--- src/sv/keypad_code_lock_controller_macros.svh ---
// Assertion macros shared by the keypad code lock controller modules.
`ifndef KEYPAD_CODE_LOCK_CONTROLLER_MACROS_SVH
`define KEYPAD_CODE_LOCK_CONTROLLER_MACROS_SVH

// A condition that holds at every clock edge outside reset.
`define KCL_ASSERT_ALWAYS(label, cond, msg) \
  label: assert property (@(posedge clk) disable iff (rst) (cond)) else $error(msg);

// A consequence that holds in the same cycle as its antecedent.
`define KCL_ASSERT_IMPLY(label, ante, cons, msg) \
  label: assert property (@(posedge clk) disable iff (rst) (ante) |-> (cons)) else $error(msg);

// A consequence that holds in the cycle after its antecedent.
`define KCL_ASSERT_NEXT(label, ante, cons, msg) \
  label: assert property (@(posedge clk) disable iff (rst) (ante) |=> (cons)) else $error(msg);

`endif

--- src/sv/kcl_pkg.sv ---
// Shared types, codes and constants of the keypad code lock controller.
package kcl_pkg;

  localparam int CODE_DIGITS_DEF = 6;
  localparam int TIMER_BITS_DEF  = 20;

  localparam int OPCODE_W    = 3;
  localparam int KEY_W       = 4;
  localparam int EV_W        = 3;
  localparam int PIN_W       = 24;
  localparam int TICKS_W     = 20;
  localparam int LIMIT_W     = 3;
  localparam int CFG_INDEX_W = 3;
  localparam int S_TDATA_W   = 8;
  localparam int RES_BITS    = 9;
  localparam int M_TDATA_W   = 16;
  localparam int QDEPTH      = 2;

  localparam logic [PIN_W-1:0]   PIN_CODE_RST      = 24'd1193046;
  localparam logic [TICKS_W-1:0] UNLOCK_TICKS_RST  = 20'd15000;
  localparam logic [TICKS_W-1:0] LOCKOUT_TICKS_RST = 20'd60000;
  localparam logic [TICKS_W-1:0] TIMEOUT_TICKS_RST = 20'd30000;
  localparam logic [TICKS_W-1:0] ATTEMPT_TICKS_RST = 20'd120000;
  localparam logic [TICKS_W-1:0] HOLDOFF_TICKS_RST = 20'd80;
  localparam logic [LIMIT_W-1:0] PIN_LIMIT_RST     = 3'd3;
  localparam logic [LIMIT_W-1:0] FINGER_LIMIT_RST  = 3'd5;

  localparam logic [KEY_W-1:0] KEY_DIGIT_MAX = 4'd9;
  localparam logic [KEY_W-1:0] KEY_STAR      = 4'd10;
  localparam logic [KEY_W-1:0] KEY_HASH      = 4'd11;

  typedef enum logic [OPCODE_W-1:0] {
    OP_TICK          = 3'd0,
    OP_KEY           = 3'd1,
    OP_FINGER_MATCH  = 3'd2,
    OP_FINGER_FAIL   = 3'd3,
    OP_REMOTE_UNLOCK = 3'd4,
    OP_REMOTE_LOCK   = 3'd5
  } op_t;

  typedef enum logic [EV_W-1:0] {
    EV_NONE            = 3'd0,
    EV_GRANTED         = 3'd1,
    EV_DENIED          = 3'd2,
    EV_LOCKOUT         = 3'd3,
    EV_RELOCKED        = 3'd4,
    EV_TIMEOUT         = 3'd5,
    EV_ALREADY_LOCKED  = 3'd6,
    EV_REMOTE_UNLOCKED = 3'd7
  } ev_t;

  typedef enum logic [CFG_INDEX_W-1:0] {
    REG_PIN_CODE      = 3'd0,
    REG_UNLOCK_TICKS  = 3'd1,
    REG_LOCKOUT_TICKS = 3'd2,
    REG_TIMEOUT_TICKS = 3'd3,
    REG_ATTEMPT_TICKS = 3'd4,
    REG_HOLDOFF_TICKS = 3'd5,
    REG_PIN_LIMIT     = 3'd6,
    REG_FINGER_LIMIT  = 3'd7
  } cfg_reg_t;

  typedef enum logic [3:0] {
    CMD_TICK,
    CMD_DIGIT,
    CMD_STAR,
    CMD_HASH,
    CMD_LETTER,
    CMD_FMATCH,
    CMD_FFAIL,
    CMD_RUNLOCK,
    CMD_RLOCK,
    CMD_NOP
  } cmd_kind_t;

  typedef struct packed {
    cmd_kind_t        kind;
    logic [KEY_W-1:0] digit;
    logic             level;
  } cmd_t;

endpackage

--- src/sv/kcl_front.sv ---
// Input stage: takes stream transfers and classifies them into commands.
module kcl_front (
  input  logic                           clk,
  input  logic                           rst,
  input  logic                           s_tvalid,
  output logic                           s_tready,
  input  logic [kcl_pkg::S_TDATA_W-1:0]  s_tdata,  // key_code[3:0], motion_level[4]
  input  logic [kcl_pkg::OPCODE_W-1:0]   s_tuser,  // opcode[2:0]
  output logic                           cmd_valid,
  input  logic                           cmd_ready,
  output kcl_pkg::cmd_t                  cmd
);
  import kcl_pkg::*;

  logic [KEY_W-1:0] key;
  cmd_t             cmd_class;

  assign key      = s_tdata[KEY_W-1:0];
  assign s_tready = !cmd_valid || cmd_ready;

  always_comb begin
    cmd_class.digit = key;
    cmd_class.level = s_tdata[KEY_W];
    case (op_t'(s_tuser))
      OP_TICK:          cmd_class.kind = CMD_TICK;
      OP_KEY: begin
        if (key inside {[4'd0:KEY_DIGIT_MAX]}) begin
          cmd_class.kind = CMD_DIGIT;
        end else if (key == KEY_STAR) begin
          cmd_class.kind = CMD_STAR;
        end else if (key == KEY_HASH) begin
          cmd_class.kind = CMD_HASH;
        end else begin
          cmd_class.kind = CMD_LETTER;
        end
      end
      OP_FINGER_MATCH:  cmd_class.kind = CMD_FMATCH;
      OP_FINGER_FAIL:   cmd_class.kind = CMD_FFAIL;
      OP_REMOTE_UNLOCK: cmd_class.kind = CMD_RUNLOCK;
      OP_REMOTE_LOCK:   cmd_class.kind = CMD_RLOCK;
      default:          cmd_class.kind = CMD_NOP;
    endcase
  end

  always_ff @(posedge clk) begin
    if (rst) begin
      cmd_valid <= 1'b0;
    end else if (s_tready) begin
      cmd_valid <= s_tvalid;
    end
  end

  always_ff @(posedge clk) begin
    if (s_tvalid && s_tready) begin
      cmd <= cmd_class;
    end
  end

endmodule

--- src/sv/kcl_queue.sv ---
// Short command queue between the input stage and the lock engine.
`include "keypad_code_lock_controller_macros.svh"
module kcl_queue (
  input  logic          clk,
  input  logic          rst,
  input  logic          in_valid,
  output logic          in_ready,
  input  kcl_pkg::cmd_t in_data,
  output logic          out_valid,
  input  logic          out_ready,
  output kcl_pkg::cmd_t out_data
);
  import kcl_pkg::*;

  localparam int PTR_W = (QDEPTH > 1) ? $clog2(QDEPTH) : 1;
  localparam int CNT_W = $clog2(QDEPTH + 1);

  cmd_t             slot [QDEPTH];
  logic [PTR_W-1:0] wr_ptr;
  logic [PTR_W-1:0] rd_ptr;
  logic [CNT_W-1:0] count;
  logic             push;
  logic             pop;

  assign in_ready  = count != CNT_W'(QDEPTH);
  assign out_valid = count != '0;
  assign out_data  = slot[rd_ptr];
  assign push      = in_valid && in_ready;
  assign pop       = out_valid && out_ready;

  always_ff @(posedge clk) begin
    if (rst) begin
      wr_ptr <= '0;
      rd_ptr <= '0;
      count  <= '0;
    end else begin
      if (push) begin
        wr_ptr <= (wr_ptr == PTR_W'(QDEPTH - 1)) ? '0 : wr_ptr + 1'b1;
      end
      if (pop) begin
        rd_ptr <= (rd_ptr == PTR_W'(QDEPTH - 1)) ? '0 : rd_ptr + 1'b1;
      end
      if (push && !pop) begin
        count <= count + 1'b1;
      end else if (pop && !push) begin
        count <= count - 1'b1;
      end
    end
  end

  always_ff @(posedge clk) begin
    if (push) begin
      slot[wr_ptr] <= in_data;
    end
  end

  `KCL_ASSERT_ALWAYS(a_count_range, count <= CNT_W'(QDEPTH), "queue count beyond depth")
  `KCL_ASSERT_NEXT(a_count_up, push && !pop, count == $past(count) + 1'b1, "queue count lost a push")
  `KCL_ASSERT_NEXT(a_empty_pass, push && (count == '0), out_data == $past(in_data), "queue head differs from the transfer written into an empty queue")

endmodule

--- src/sv/kcl_back.sv ---
// Lock engine: configuration registers, lock state, timers and the result register.
`include "keypad_code_lock_controller_macros.svh"
module kcl_back #(
  parameter int CODE_DIGITS = kcl_pkg::CODE_DIGITS_DEF,
  parameter int TIMER_BITS  = kcl_pkg::TIMER_BITS_DEF
) (
  input  logic                            clk,
  input  logic                            rst,
  input  logic                            cfg_write,
  input  logic [kcl_pkg::CFG_INDEX_W-1:0] cfg_index,
  input  logic [kcl_pkg::PIN_W-1:0]       cfg_data,
  input  logic                            q_valid,
  output logic                            q_ready,
  input  kcl_pkg::cmd_t                   q_data,
  output logic                            m_tvalid,
  input  logic                            m_tready,
  output logic [kcl_pkg::M_TDATA_W-1:0]   m_tdata,
  output logic [kcl_pkg::EV_W-1:0]        m_tuser
);
  import kcl_pkg::*;

  localparam int DW = 4 * CODE_DIGITS;
  localparam int LW = $clog2(CODE_DIGITS + 1);
  localparam int CW = (TIMER_BITS > TICKS_W) ? TIMER_BITS : TICKS_W;
  localparam logic [TIMER_BITS-1:0] TMAX = '1;

  function automatic logic [TIMER_BITS-1:0] age_up(input logic [TIMER_BITS-1:0] v);
    return (v == TMAX) ? TMAX : v + 1'b1;
  endfunction

  function automatic logic [TIMER_BITS-1:0] as_timer(input logic [TICKS_W-1:0] v);
    return (CW'(v) > CW'(TMAX)) ? TMAX : TIMER_BITS'(v);
  endfunction

  logic [PIN_W-1:0]   pin_code;
  logic [TICKS_W-1:0] unlock_ticks;
  logic [TICKS_W-1:0] lockout_ticks;
  logic [TICKS_W-1:0] keypad_timeout_ticks;
  logic [TICKS_W-1:0] attempt_reset_ticks;
  logic [TICKS_W-1:0] motion_holdoff_ticks;
  logic [LIMIT_W-1:0] pin_attempt_limit;
  logic [LIMIT_W-1:0] finger_attempt_limit;

  logic                  bolt_locked,       bolt_locked_next;
  logic                  relock_armed,      relock_armed_next;
  logic [TIMER_BITS-1:0] relock_remaining,  relock_remaining_next;
  logic [TIMER_BITS-1:0] lockout_remaining, lockout_remaining_next;
  logic [DW-1:0]         entry_digits,      entry_digits_next;
  logic [LW-1:0]         entry_length,      entry_length_next;
  logic [TIMER_BITS-1:0] key_idle_age,      key_idle_age_next;
  logic [LIMIT_W-1:0]    code_fail_count,   code_fail_count_next;
  logic [TIMER_BITS-1:0] code_fail_age,     code_fail_age_next;
  logic [LIMIT_W-1:0]    print_fail_count,  print_fail_count_next;
  logic [TIMER_BITS-1:0] print_fail_age,    print_fail_age_next;
  logic                  motion_prev,       motion_prev_next;
  logic [TIMER_BITS-1:0] motion_age,        motion_age_next;

  logic [DW-1:0]         pin_digits;
  logic [TIMER_BITS-1:0] unlock_load;
  logic [TIMER_BITS-1:0] lockout_load;
  logic                  fire;
  logic                  open_for_input;
  logic                  fail_code;
  logic [LIMIT_W-1:0]    fail_cnt;
  logic [LIMIT_W-1:0]    fail_lim;
  logic [LIMIT_W-1:0]    fail_cnt1;
  logic                  fail_hit;
  logic [LIMIT_W-1:0]    fail_left;
  logic                  motion_rise;
  logic                  do_unlock;
  logic                  do_fail;
  logic                  clr;
  ev_t                   ev;
  logic [LIMIT_W-1:0]    left;

  assign pin_digits     = DW'(pin_code);
  assign unlock_load    = as_timer(unlock_ticks);
  assign lockout_load   = as_timer(lockout_ticks);
  assign q_ready        = !m_tvalid || m_tready;
  assign fire           = q_valid && q_ready;
  assign open_for_input = bolt_locked && (lockout_remaining == '0);
  assign fail_code      = q_data.kind == CMD_HASH;
  assign fail_cnt       = fail_code ? code_fail_count : print_fail_count;
  assign fail_lim       = fail_code ? pin_attempt_limit : finger_attempt_limit;
  assign fail_cnt1      = fail_cnt + 1'b1;
  assign fail_hit       = fail_cnt1 >= fail_lim;
  assign fail_left      = fail_lim - fail_cnt1;

  always_comb begin
    bolt_locked_next       = bolt_locked;
    relock_armed_next      = relock_armed;
    relock_remaining_next  = relock_remaining;
    lockout_remaining_next = lockout_remaining;
    entry_digits_next      = entry_digits;
    entry_length_next      = entry_length;
    key_idle_age_next      = key_idle_age;
    code_fail_count_next   = code_fail_count;
    code_fail_age_next     = code_fail_age;
    print_fail_count_next  = print_fail_count;
    print_fail_age_next    = print_fail_age;
    motion_prev_next       = motion_prev;
    motion_age_next        = motion_age;
    motion_rise            = 1'b0;
    do_unlock              = 1'b0;
    do_fail                = 1'b0;
    clr                    = 1'b0;
    ev                     = EV_NONE;
    left                   = '0;

    case (q_data.kind)
      CMD_TICK: begin
        key_idle_age_next   = age_up(key_idle_age);
        code_fail_age_next  = age_up(code_fail_age);
        print_fail_age_next = age_up(print_fail_age);
        motion_age_next     = age_up(motion_age);
        if (code_fail_count != '0 && CW'(code_fail_age_next) > CW'(attempt_reset_ticks)) begin
          code_fail_count_next = '0;
        end
        if (print_fail_count != '0 &&
            CW'(print_fail_age_next) > CW'(attempt_reset_ticks)) begin
          print_fail_count_next = '0;
        end
        if (lockout_remaining != '0) begin
          lockout_remaining_next = lockout_remaining - 1'b1;
          if (lockout_remaining_next == '0) begin
            clr = 1'b1;
          end
        end
        motion_rise = !motion_prev && q_data.level &&
                      (CW'(motion_age_next) > CW'(motion_holdoff_ticks));
        motion_prev_next = q_data.level;
        if (motion_rise) begin
          motion_age_next = '0;
        end
        if (relock_armed) begin
          if (motion_rise) begin
            relock_remaining_next = unlock_load;
          end else if (relock_remaining <= TIMER_BITS'(1)) begin
            relock_remaining_next = '0;
            relock_armed_next     = 1'b0;
            bolt_locked_next      = 1'b1;
            clr                   = 1'b1;
            ev                    = EV_RELOCKED;
          end else begin
            relock_remaining_next = relock_remaining - 1'b1;
          end
        end
        if (ev == EV_NONE && bolt_locked_next && lockout_remaining_next == '0 && !clr &&
            entry_length != '0 && CW'(key_idle_age_next) >= CW'(keypad_timeout_ticks)) begin
          clr = 1'b1;
          ev  = EV_TIMEOUT;
        end
      end
      CMD_DIGIT: begin
        if (open_for_input) begin
          key_idle_age_next = '0;
          if (entry_length < LW'(CODE_DIGITS)) begin
            entry_digits_next = {entry_digits[DW-5:0], q_data.digit};
            entry_length_next = entry_length + 1'b1;
          end
        end
      end
      CMD_STAR: begin
        if (open_for_input) begin
          key_idle_age_next = '0;
          if (entry_length != '0) begin
            entry_digits_next = entry_digits >> 4;
            entry_length_next = entry_length - 1'b1;
          end
        end
      end
      CMD_HASH: begin
        if (open_for_input) begin
          key_idle_age_next = '0;
          if (entry_length == LW'(CODE_DIGITS)) begin
            if (entry_digits == pin_digits) begin
              code_fail_count_next = '0;
              do_unlock            = 1'b1;
              ev                   = EV_GRANTED;
            end else begin
              do_fail = 1'b1;
            end
          end
        end
      end
      CMD_LETTER: begin
        if (open_for_input) begin
          key_idle_age_next = '0;
        end
      end
      CMD_FMATCH: begin
        if (open_for_input) begin
          print_fail_count_next = '0;
          do_unlock             = 1'b1;
          ev                    = EV_GRANTED;
        end
      end
      CMD_FFAIL: begin
        if (open_for_input) begin
          do_fail = 1'b1;
        end
      end
      CMD_RUNLOCK: begin
        lockout_remaining_next = '0;
        do_unlock              = 1'b1;
        ev                     = EV_REMOTE_UNLOCKED;
      end
      CMD_RLOCK: begin
        if (bolt_locked) begin
          ev = EV_ALREADY_LOCKED;
        end else begin
          bolt_locked_next      = 1'b1;
          relock_armed_next     = 1'b0;
          relock_remaining_next = '0;
          clr                   = 1'b1;
          ev                    = EV_RELOCKED;
        end
      end
      default: begin
      end
    endcase

    if (do_unlock) begin
      bolt_locked_next      = 1'b0;
      relock_armed_next     = 1'b1;
      relock_remaining_next = unlock_load;
      clr                   = 1'b1;
    end

    if (do_fail) begin
      clr = 1'b1;
      if (fail_hit) begin
        lockout_remaining_next = lockout_load;
        ev                     = EV_LOCKOUT;
      end else begin
        ev   = EV_DENIED;
        left = fail_left;
      end
      if (fail_code) begin
        code_fail_count_next = fail_hit ? '0 : fail_cnt1;
        code_fail_age_next   = '0;
      end else begin
        print_fail_count_next = fail_hit ? '0 : fail_cnt1;
        print_fail_age_next   = '0;
      end
    end

    if (clr) begin
      entry_digits_next = '0;
      entry_length_next = '0;
    end
  end

  always_ff @(posedge clk) begin
    if (rst) begin
      pin_code             <= PIN_CODE_RST;
      unlock_ticks         <= UNLOCK_TICKS_RST;
      lockout_ticks        <= LOCKOUT_TICKS_RST;
      keypad_timeout_ticks <= TIMEOUT_TICKS_RST;
      attempt_reset_ticks  <= ATTEMPT_TICKS_RST;
      motion_holdoff_ticks <= HOLDOFF_TICKS_RST;
      pin_attempt_limit    <= PIN_LIMIT_RST;
      finger_attempt_limit <= FINGER_LIMIT_RST;
    end else if (cfg_write) begin
      case (cfg_reg_t'(cfg_index))
        REG_PIN_CODE:      pin_code             <= cfg_data;
        REG_UNLOCK_TICKS:  unlock_ticks         <= cfg_data[TICKS_W-1:0];
        REG_LOCKOUT_TICKS: lockout_ticks        <= cfg_data[TICKS_W-1:0];
        REG_TIMEOUT_TICKS: keypad_timeout_ticks <= cfg_data[TICKS_W-1:0];
        REG_ATTEMPT_TICKS: attempt_reset_ticks  <= cfg_data[TICKS_W-1:0];
        REG_HOLDOFF_TICKS: motion_holdoff_ticks <= cfg_data[TICKS_W-1:0];
        REG_PIN_LIMIT:     pin_attempt_limit    <= cfg_data[LIMIT_W-1:0];
        REG_FINGER_LIMIT:  finger_attempt_limit <= cfg_data[LIMIT_W-1:0];
        default: begin
        end
      endcase
    end
  end

  always_ff @(posedge clk) begin
    if (rst) begin
      bolt_locked       <= 1'b1;
      relock_armed      <= 1'b0;
      relock_remaining  <= '0;
      lockout_remaining <= '0;
      entry_digits      <= '0;
      entry_length      <= '0;
      key_idle_age      <= '0;
      code_fail_count   <= '0;
      code_fail_age     <= '0;
      print_fail_count  <= '0;
      print_fail_age    <= '0;
      motion_prev       <= 1'b0;
      motion_age        <= TMAX;
      m_tvalid          <= 1'b0;
    end else begin
      if (fire) begin
        bolt_locked       <= bolt_locked_next;
        relock_armed      <= relock_armed_next;
        relock_remaining  <= relock_remaining_next;
        lockout_remaining <= lockout_remaining_next;
        entry_digits      <= entry_digits_next;
        entry_length      <= entry_length_next;
        key_idle_age      <= key_idle_age_next;
        code_fail_count   <= code_fail_count_next;
        code_fail_age     <= code_fail_age_next;
        print_fail_count  <= print_fail_count_next;
        print_fail_age    <= print_fail_age_next;
        motion_prev       <= motion_prev_next;
        motion_age        <= motion_age_next;
        m_tvalid          <= 1'b1;
      end else if (m_tready) begin
        m_tvalid <= 1'b0;
      end
    end
  end

  always_ff @(posedge clk) begin
    if (fire) begin
      m_tuser <= ev;
      m_tdata <= {{(M_TDATA_W - RES_BITS){1'b0}}, relock_armed_next, left,
                  3'(entry_length_next), lockout_remaining_next != '0, bolt_locked_next};
    end
  end

  `KCL_ASSERT_ALWAYS(a_lockout_locked, lockout_remaining == '0 || bolt_locked, "lockout running while the bolt is open")
  `KCL_ASSERT_ALWAYS(a_armed_open, relock_armed == !bolt_locked, "relock countdown out of step with the bolt")
  `KCL_ASSERT_ALWAYS(a_entry_len, entry_length <= LW'(CODE_DIGITS), "entry buffer holds too many digits")
  `KCL_ASSERT_IMPLY(a_denied_left, m_tvalid && m_tuser == EV_DENIED, m_tdata[7:5] != 3'd0, "denial reported with no attempts left")

endmodule

--- src/sv/keypad_code_lock_controller.sv ---
// Top level of the keypad code lock controller.
//
//   Port group   Direction   Carries
//   s_*          in          one command per transfer (tick, key, finger, remote)
//   m_*          out         one result per command (event and lock status)
//   cfg_*        in          register writes, index and data
//
// One command per cycle is sustained while m_tready is high; each command passes from its
// transfer to its result through the input register, the queue and the result register.
// The lock engine is combinational between the queue and the result register, so the rate
// is set by the result register draining at m_tready.
// Reset is synchronous; it locks the bolt, clears the countdowns and ages, saturates the
// motion age and loads the default register values. No clearing pass is needed.
// When m_tready is low the result register, then the two-entry queue, then the input
// register fill before s_tready drops.
module keypad_code_lock_controller #(
  parameter int CODE_DIGITS = kcl_pkg::CODE_DIGITS_DEF,
  parameter int TIMER_BITS  = kcl_pkg::TIMER_BITS_DEF
) (
  input  logic                            clk,
  input  logic                            rst,
  input  logic                            s_tvalid,
  output logic                            s_tready,
  input  logic [kcl_pkg::S_TDATA_W-1:0]   s_tdata,  // key_code[3:0], motion_level[4]
  input  logic [kcl_pkg::OPCODE_W-1:0]    s_tuser,  // opcode[2:0]
  output logic                            m_tvalid,
  input  logic                            m_tready,
  // door_locked[0], lockout_active[1], entry_count[4:2], attempts_left[7:5],
  // relock_pending[8]
  output logic [kcl_pkg::M_TDATA_W-1:0]   m_tdata,
  output logic [kcl_pkg::EV_W-1:0]        m_tuser,  // event_res[2:0]
  input  logic                            cfg_write,
  input  logic [kcl_pkg::CFG_INDEX_W-1:0] cfg_index,
  input  logic [kcl_pkg::PIN_W-1:0]       cfg_data
);
  import kcl_pkg::*;

  logic cmd_valid;
  logic cmd_ready;
  cmd_t cmd;
  logic q_valid;
  logic q_ready;
  cmd_t q_data;

  kcl_front u_front (
    .clk       (clk),
    .rst       (rst),
    .s_tvalid  (s_tvalid),
    .s_tready  (s_tready),
    .s_tdata   (s_tdata),
    .s_tuser   (s_tuser),
    .cmd_valid (cmd_valid),
    .cmd_ready (cmd_ready),
    .cmd       (cmd)
  );

  kcl_queue u_queue (
    .clk       (clk),
    .rst       (rst),
    .in_valid  (cmd_valid),
    .in_ready  (cmd_ready),
    .in_data   (cmd),
    .out_valid (q_valid),
    .out_ready (q_ready),
    .out_data  (q_data)
  );

  kcl_back #(
    .CODE_DIGITS (CODE_DIGITS),
    .TIMER_BITS  (TIMER_BITS)
  ) u_back (
    .clk       (clk),
    .rst       (rst),
    .cfg_write (cfg_write),
    .cfg_index (cfg_index),
    .cfg_data  (cfg_data),
    .q_valid   (q_valid),
    .q_ready   (q_ready),
    .q_data    (q_data),
    .m_tvalid  (m_tvalid),
    .m_tready  (m_tready),
    .m_tdata   (m_tdata),
    .m_tuser   (m_tuser)
  );

endmodule
--- config.mk ---
export PLATFORM = sky130hd
export DESIGN_NAME = keypad_code_lock_controller
export DESIGN_NICKNAME = d
export VERILOG_FILES = /design/src/sv/kcl_pkg.sv /design/src/sv/kcl_front.sv /design/src/sv/kcl_queue.sv /design/src/sv/kcl_back.sv /design/src/sv/keypad_code_lock_controller.sv
export VERILOG_INCLUDE_DIRS = /design/src /design/src/sv
export SDC_FILE = /design/constraint.sdc
export NUM_CORES = 1
export LEC_CHECK = 0
export BUFFER_PORTS_ARGS = -buffer_cell sky130_fd_sc_hd__buf_2
export CAP_MARGIN = 30
export CELL_PAD_IN_SITES_DETAIL_PLACEMENT = 2
export CELL_PAD_IN_SITES_GLOBAL_PLACEMENT = 2
export CORE_MARGIN = 1.5
export CORE_UTILIZATION = 35
export CTS_BUF_LIST = sky130_fd_sc_hd__clkbuf_16
export CTS_CLUSTER_DIAMETER = 50
export CTS_CLUSTER_SIZE = 8
export DETAILED_ROUTE_END_ITERATION = 8
export PLACE_DENSITY_LB_ADDON = 0.1
export SETUP_SLACK_MARGIN = 0.02
export SLEW_MARGIN = 20
export SYNTH_ARGS = -nofsm -noshare
export SYNTH_HDL_FRONTEND = slang
export SYNTH_SLANG_ARGS = --single-unit
export TNS_END_PERCENT = 100
--- constraint.sdc ---
create_clock -name clk -period 9.7 [get_ports clk]
set_input_delay 1.94 -clock clk [delete_from_list [all_inputs] [get_ports clk]]
set_output_delay 1.94 -clock clk [all_outputs]
set_load 0.02 [all_outputs]
==> results.cfg <==
[clock_network]
cts_tree = built
cts_htree_levels = 2
ctsResizeCount = 0
insertion_delay_ps = 610
cts_setup_buffers = 0
clk_pin_slew_ps = 50
cts_buffer_depth = 3
cts.root.buffer_cell = clkbuf_16
ctsHoldBuffers = 0
numClockSinks = 332
numCtsBuffers = 57

[place]
gp_congestion = 0.8752
post-dp-hpwl_mm = 45.70
io_buffers = 53
dp_worst_setup_slack_ps = 3869

[floorplan]
fp.dieH_microns = 233.6
core_area_sq_mm = 0.05255
rows = 84
initial_core_util = 0.3540
die_x_microns = 233.6
io_pins = 64
die_area_sq_mm = 0.05455

[critical_path]
path_class = reg2reg
critPathMaxFanout = 25
crit_arrival_ps = 6310
cp-end-kind = register
required_ps = 10160
start_kind = register

[power]
p_comb_frac = 0.327
power_switching_w = 0.001993
internal_power_w = 0.003214
clkPwrFrac = 0.355
power_density_mw_per_mm2 = 246.2
leakage_nw = 8.743
swShare = 0.3828
seq_power_share = 0.317
ir_drop_mv = 0.1727

[logic_synthesis]
yosys.area_share.simple = 0.2441
netlist_area_sq_mm = 0.01861
synth_compound_area_frac = 0.1980
synth_top_flop_cell = dfxtp_1
syn_avg_cell_area_sq_um = 7.864
yosys.cell_types.count = 83
synth_edf_count = 39
synth_top_family_by_area = simple AND/OR/NAND/NOR gates
seq_area_frac_synth = 0.3782
yosys-mux-area-fraction = 0.01930
synth_fa_ha_area_frac = 0.06752
async_flop_share = 0
synthesis.instances = 2366
synthXorXnorAreaFrac = 0.03813
yosys_warnings = 0
ys_ff_latch = 332

[timing]
finalSetupViolCount = 0
setup_slack_ps = 3843
fin_crit_sh = 0.6038
worstMarginPinSlew_ps = 928.1
rsz0062_at_grt = no
setup_tns_ps = 0
hold_slack_ps = 445.2
report.final.slew_viol_count = 0
finClkSkew_ps = 24.30
clock.fmax_mhz = 170.7
slew_headroom = 0.3796
hold_viol = 0
fin_crit_ps = 5857

[status]
status = complete, no violations

[routing]
vias = 17435
drt_pass1_iterations = 7
routed_wl_mm = 66.87
routedWlPerCell_microns = 21.57
viasPerCell = 5.624
drc = 0
route.antenna.remaining_nets = 0
drt-initial-drc-count = 798

[final_layout]
drive_above_1_share = 0.07919
final_util = 0.4025
nNetsFinal = 2512
reg_top3 = u_back.entry_digits x24, u_back.pin_code x24
final_common_cell = nand2_1
mostFrequentLayoutCells = nand2_1 (417), dfxtp_1 (293), a21oi_1 (242)
area_growth_syn_to_layout_pct = 13.68
fillers = 5973
n_antenna_cell = 0

[job]
drv_cap = 0

[global_routing]
grt_pass1_wl_mm = 104.2
grt_max_degree = 92
grt_usage = 0.2455
antenna_found_initial = 0
grt-ovfl-total = 0
grt_pass1_vias = 18340

[min_path]
min_path_type = reg2reg
==> kinds of logic (layout without fill, tap and decap cells) <==
family          Yosys count  after routing
flops                   332            332
compound gates          601            601
xor+xnor                 81             81
fa+ha+maj               100            100
buf+inv                 250            290
other cells               1              7
mux                      35             35
simple gates            966            966
==> per-stage QoR <==
stage	instances	total power, W	instance area [sq um]
after global placement	2992	0.003281	19350
final	3100	0.005208	21150
after floorplan	2372	0.002832	18630
after global routing	3100	0.005515	21150
after CTS	3096	0.005253	21100
after detailed placement	2995	0.003365	19380
==> metal layers <==
layer	wire length, microns	track usage	vias up
met5	0	0	-
met4	2488	0.09255	0
met3	2375	0.04150	118
met2	30690	0.4001	237
met1	31320	0.3232	8765
li1	-	-	8315
==> worst max-delay path, stage by stage (launching register included) <==
cell	delay, ps
dfxtp_1	460
nand3_1	160
nor2_1	260
and3_1	260
nand3_1	160
nor3_1	460
nand3_1	190
nor2_1	140
mux2_2	360
ha_1	330
nand4_1	230
nor4_1	460
a21boi_0	370
o41ai_2	150
buf_4	200
a32oi_1	310
o2111ai_1	390
a31o_2	550
nand2_1	150
o21ai_0	100
==> power groups by stage <==
stage               combinational (W)  sequential (W)  clock [W]
CTS                           0.00171         0.00165    0.00190
global route                  0.00189         0.00167    0.00196
detailed placement            0.00169         0.00168          0
finish                        0.00170         0.00165    0.00185
global placement              0.00161         0.00167          0
floorplan                     0.00122         0.00161          0
==> synthesized netlist by cell type (10+ instances only) <==
| cell | instances | area share |
|---|---|---|
| nand2_1 | 418 | 0.084 |
| mux2i_1 | 28 | 0.015 |
| and3_1 | 32 | 0.011 |
| buf_2 | 10 | 0.0027 |
| o21bai_1 | 12 | 0.0048 |
| ha_1 | 98 | 0.066 |
| nor2_1 | 203 | 0.041 |
| a211oi_1 | 22 | 0.0089 |
| nand2b_1 | 20 | 0.0067 |
| or3_1 | 18 | 0.0061 |
| a22oi_1 | 37 | 0.015 |
| a21o_1 | 30 | 0.012 |
| nor4_1 | 12 | 0.0040 |
| and2_1 | 12 | 0.0040 |
| nor2b_1 | 22 | 0.0074 |
| edfxtp_1 | 39 | 0.063 |
| clkbuf_1 | 111 | 0.022 |
| o21ai_0 | 127 | 0.034 |
| nand4_1 | 40 | 0.013 |
| inv_1 | 106 | 0.021 |
| nor3_1 | 48 | 0.013 |
| a31oi_1 | 14 | 0.0047 |
| a21oi_1 | 242 | 0.065 |
| xor2_1 | 29 | 0.014 |
| nand3b_1 | 35 | 0.014 |
| nand3_1 | 62 | 0.017 |
| dfxtp_1 | 293 | 0.32 |
| buf_4 | 11 | 0.0044 |
| a211o_1 | 16 | 0.0075 |
| xnor2_1 | 52 | 0.024 |
==> path summary, 6_finish.rpt <==
path                                          start                                   to  slack [ps]  cells past startpoint
setup / recovery  u_back.motion_age[2]$_SDFFE_PP1P_  u_back.entry_digits[8]$_SDFFE_PP0P_        3840                     19
hold / removal             u_front.cmd[8]$_DFFE_PP_         u_queue.slot[0][8]$_DFFE_PP_         450                      0
setup reg to reg  u_back.motion_age[2]$_SDFFE_PP1P_  u_back.entry_digits[8]$_SDFFE_PP0P_        3840                     19
hold reg to reg            u_front.cmd[8]$_DFFE_PP_         u_queue.slot[0][8]$_DFFE_PP_         450                      0
==> layout make-up <==
type / instances / area (sq um) / share of cell area
clock buffer: 57 / 1426 / 0.06744
multi-input combinational: 1790 / 10620 / 0.5019
clock inverter: 44 / 284.0 / 0.01343
timing repair buffer: 82 / 525.5 / 0.02485
tap: 688 / 860.8 / 0.04070
sequential: 332 / 7037 / 0.3327
inverter: 107 / 401.6 / 0.01899
Power figures use the tool's default switching activity.
